### src/hdl/cbss_pkg.sv
// ----------------------------------------------------------------------------
// cbss_pkg
// shared types and constants for the continuous batching slot scheduler
// ----------------------------------------------------------------------------
package cbss_pkg;

  localparam int unsigned IdW      = 16;
  localparam int unsigned StepW    = 16;
  localparam int unsigned TickW    = 32;
  localparam int unsigned KindW    = 2;
  localparam int unsigned CfgAw    = 2;
  localparam int unsigned CfgDw    = 32;
  localparam int unsigned ActW     = 4;
  localparam int unsigned QentW    = IdW + StepW + TickW;
  localparam int unsigned SlotEntW = IdW + StepW + 2 * TickW;

  localparam logic [KindW-1:0] KIND_DONE   = 2'd0;
  localparam logic [KindW-1:0] KIND_ACCEPT = 2'd1;
  localparam logic [KindW-1:0] KIND_DROP   = 2'd2;

  localparam logic FUNC_ARRIVE = 1'b0;
  localparam logic FUNC_TICK   = 1'b1;

  localparam logic [CfgAw-1:0] REG_ACTIVE_SLOTS = 2'd0;

  typedef struct packed {
    logic            func;
    logic [IdW-1:0]  req_id;
    logic [StepW-1:0] step_count;
  } in_item_t;

  typedef struct packed {
    logic [KindW-1:0] kind;
    logic [IdW-1:0]   done_id;
    logic [TickW-1:0] admit_tick;
    logic [TickW-1:0] finish_tick;
    logic [TickW-1:0] queued_ticks;
    logic             last;
  } out_item_t;

  typedef enum logic [2:0] {
    ST_IDLE,
    ST_ARRIVE,
    ST_QREAD,
    ST_SLOT,
    ST_FIN
  } state_e;

endpackage

### src/hdl/cbss_slots.sv
// ----------------------------------------------------------------------------
// cbss_slots
// slot table memory with busy flags, one entry read and written per cycle
// ----------------------------------------------------------------------------
module cbss_slots #(
  parameter int unsigned Slots = 8
) (
  input  logic                                       clk_i,
  input  logic                                       rst_ni,
  input  logic [((Slots > 1) ? $clog2(Slots) : 1)-1:0] rd_idx_i,
  output logic                                       rd_busy_o,
  output logic [cbss_pkg::SlotEntW-1:0]              rd_data_o,
  input  logic                                       wr_i,
  input  logic [((Slots > 1) ? $clog2(Slots) : 1)-1:0] wr_idx_i,
  input  logic                                       wr_busy_i,
  input  logic [cbss_pkg::SlotEntW-1:0]              wr_data_i
);
  // entry: id[15:0], remaining[31:16], start[63:32], arrival[95:64]
  logic [cbss_pkg::SlotEntW-1:0] mem [Slots];
  logic [Slots-1:0]              busy_q;

  always_ff @(posedge clk_i or negedge rst_ni) begin
    if (!rst_ni) begin
      busy_q    <= '0;
      rd_busy_o <= 1'b0;
    end else begin
      if (wr_i) begin
        busy_q[wr_idx_i] <= wr_busy_i;
      end
      rd_busy_o <= busy_q[rd_idx_i];
    end
  end

  always_ff @(posedge clk_i) begin
    if (wr_i) begin
      mem[wr_idx_i] <= wr_data_i;
    end
    rd_data_o <= mem[rd_idx_i];
  end
endmodule

### config.mk
export PLATFORM = sky130hd
export DESIGN_NAME = cbss_slots
export DESIGN_NICKNAME = d
export VERILOG_FILES = /design/src/hdl/cbss_pkg.sv /design/src/hdl/cbss_slots.sv
export SDC_FILE = /design/constraint.sdc
export NUM_CORES = 1
export LEC_CHECK = 0
export ABC_AREA = 1
export BUFFER_PORTS_ARGS = -buffer_cell sky130_fd_sc_hd__buf_2
export CAP_MARGIN = 5
export CORE_MARGIN = 8
export CORE_UTILIZATION = 61
export DETAILED_ROUTE_END_ITERATION = 8
export PLACE_DENSITY = 0.8
export SLEW_MARGIN = 20
export SYNTH_ARGS = -nofsm -noshare
export SYNTH_HDL_FRONTEND = slang
export SYNTH_SLANG_ARGS = --single-unit
### constraint.sdc
create_clock -name clk_i -period 1 [get_ports clk_i]
set_input_delay 0 -clock clk_i [delete_from_list [all_inputs] [get_ports clk_i]]
set_output_delay 0 -clock clk_i [all_outputs]
set_load 0.1 [all_outputs]
==> run_results.csv <==
group,metric,value,unit
worst_setup_path,cp.depth,1,
place,dp_hpwl,53.5,mm
worst_setup_path,crit_path_start_kind,"flop",
clock_network,clk_pin_slew_worst_paths,0.06,ns
floorplan,start_util,0.617,
worst_setup_path,crit_fanout,1,
timing,max_freq,829,MHz
logic_synthesis,netlist_area,0.0357,sq mm
worst_setup_path,required,1.00,ns
power,switching_share,0.253,
floorplan,row_count,88,
place,port_buffers,202,
floorplan,num_io_pins,203,
timing,grt_setup_unrepaired,"yes",
worst_setup_path,critPathCaptureType,"output pin",
power,worst_ir_drop_vdd,0.00252,V
logic_synthesis,ys_seq_area_frac,0.706,
worst_setup_path,cpLargestDelayFamily,"flip-flops",
timing,setup_slack,-0.207,ns
floorplan,fp.dieW,258,um
clock_network,cts_buffers,87,
finish,n_fill_cell,3113,
global_route,first_global_vias,25937,
floorplan,dieHeight,258,um
timing,clock_skew,0.0293,ns
worst_setup_path,crit_arrival,1.21,ns
clock_network,root_buffer,"clkbuf_16",
power,p_leak,0.0206,uW
route,vias,25426,
timing,hold_viol,6,
power,p_int,63800,uW
run_status,outcome,"complete, but fails checks",
worst_setup_path,path_class,"flop to output pin",
route,postRouteWirelength,90.7,mm
power,switchingPower,21600,uW
logic_synthesis,synthCells,3491,
timing,tightest_slew,0.475,ns
worst_setup_path,slowest_delay,0.39,ns
global_route,grt_first_pass_wirelength,139,mm
floorplan,die-area,0.0665,sq mm
clock_network,cts_buffer_depth,3,
place,gp_congestion,0.806,
worst_setup_path,cp_cell_sequence,"buf_12",
worst_setup_path,crit_slowest_cell,"dfxtp_4",
clock_network,postCtsSetupBuffers,0,
global_route,grt_usage,0.265,
global_route,antenna_found_initial,2,
route,drtPass1Iterations,6,
timing,setup_viol,98,
timing,max_slew_margin,0.682,
worst_setup_path,ff2ff_path_depth,6,
floorplan,core,0.0578,sq mm
global_route,grt_max_degree,51,
timing,hold_ws,-0.0208,ns
worst_hold_path,hold_class,"input pin to flop",
power,power,85400,uW
power,power_frac_comb,0.128,
power,p_per_area,1890,mW/mm^2
timing,setup_tns,-14.67,ns
finish,instances_no_fill,4743,
place,dp_cells,4466,
finish,final_nets,4009,
worst_setup_path,path_buf_inv,1,
clock_network,clk_latency,0.66,ns
route,drt_iter0_markers,2824,
logic_synthesis,yosys_register_bits,873,
timing,fin_crit,1.21,ns
finish,syn_to_final_growth,26.4,%
worst_hold_path,min_path_cells,4,
route,drc_errors,0,
timing,drv_slew,0,
power,clkPwrFrac,0.381,
logic_synthesis,syn_area_per_cell,10.2,sq um
timing,fin_crit_sh,1.21,
clock_network,cts_max_level,3,
global_route,grt_overflow,0,
job,maxCapViolCount,0,
logic_synthesis,yosys_warnings,0,
logic_synthesis,synth_nets,3597,
power,p_seq_frac,0.491,
route,wl_per_cell,19.1,um
logic_synthesis,ys_types,14,
run_status,violations,"hold timing, setup timing",
clock_network,cts.sink_count,873,
clock_network,cts_tree,"yes",
route,via_per_inst,5.36,
finish,drive_gt1_frac,0.171,
route,ant_nets,0,
==> worst register-to-register path, delay by kind of cell (launching register included) <==
family	cells	cell delay, ns
simple gates	5	0.34
buf+inv	1	0.11
flops	1	0.44
==> placed cells by master, fill, tap and decap left out, types with 10 or more instances in the layout <==
cell type      count
buf_12           172
buf_4             78
dfxtp_2           93
clkinv_2          18
nand2_1         1232
clkbuf_16         92
inv_2             10
inv_1            767
clkbuf_8          12
nand2_2           40
nand3_1          368
clkbuf_1          26
nand3_2           20
dlygate4sd3_1    111
buf_2            101
edfxtp_1         768
==> state kept, by name, indices dropped and copies added, names as in the netlist <==
| name | count |
|---|---|
| busy_q | 8 |
| mem | 768 |
| rd_busy_o | 1 |
| rd_data_o | 96 |
==> cells by family (layout without fill, tap and decap cells) <==
kind of cell           after synthesis  count (layout)  synth area share
AO/OA/AOI/OAI                        8               8           0.00112
buffers and inverters              940            1426             0.103
flip-flops                         873             873             0.706
other                                0               1                 0
AND/OR/NAND/NOR                   1670            1670             0.189
==> what timing repair did <==
action                                  in CTS  in global routing
gates cloned                                 0                  2
hold endpoints to repair                   886                  6
pin swaps                                    2                 21
hold buffers                               111                  1
gates resized for setup                    103                 73
endpoints found under the setup margin      99                142
==> through the flow <==
step / cell area, sq um / worst slack [ns] / util
after floorplan: 35800 / -1.80 / -
after CTS: 44800 / -0.232 / 0.776
final: 45100 / -0.207 / 0.780
after global placement: 40800 / -0.382 / 0.705
after global routing: 45100 / -0.241 / 0.780
after detailed placement: 40800 / -0.395 / 0.705
==> cell type report <==
type | count | area [sq um] | share of cell area
clock buffers | 128 | 2510 | 0.0557
inverters | 791 | 3060 | 0.0679
flip-flops and latches | 873 | 25300 | 0.562
clock inverters | 35 | 315 | 0.00699
well taps | 765 | 957 | 0.0212
multi-input cells | 1678 | 7070 | 0.157
repair buffers | 472 | 5850 | 0.130
diodes | 1 | 2.50 | 0.0000555
==> power by group through the flow <==
stage	sequential (uW)	combinational [uW]	clock, uW
after floorplan	45300	2930	0
after global placement	42500	10000	0
after detailed placement	42600	10200	0
after CTS	41900	10700	32500
after global routing	42100	11500	34100
final	42000	10900	32500
==> worst paths after layout <==
| path | start | endpoint | slack [ns] |
|---|---|---|---|
| worst max-delay path | rd_data_o[95] | rd_data_o[95] | -0.21 |
| worst min-delay path | wr_idx_i[0] | mem[7][4] | -0.02 |
| worst max register to register | mem[2][17] | rd_data_o[17] | -0.01 |
| worst min register to register | busy_q[5] | busy_q[5] | 0.50 |
| max in group asynchronous | rst_ni | busy_q[1] | 0.29 |
| min in group asynchronous | rst_ni | busy_q[6] | 0.39 |
==> synth_stat cells (all sizes together) <==
library cell / number / area [sq um]
edfxtp: 768 / 23100
nand2: 1276 / 4790
clkbuf: 20 / 75.1
dfxtp: 96 / 1920
nor2: 4 / 15.0
nor3: 1 / 5.00
o21ai: 8 / 40.0
buf: 129 / 644
inv: 791 / 2970
nand3: 389 / 1950
dfrtp: 9 / 225
==> metal layers <==
layer	track usage	vias up	part of all wire
li1	-	11647	-
met1	0.321	12011	0.36
met2	0.460	1473	0.51
met3	0.0444	293	0.087
met4	0.125	2	0.041
met5	0	-	0.000077
(Power assumes the default switching activity.)
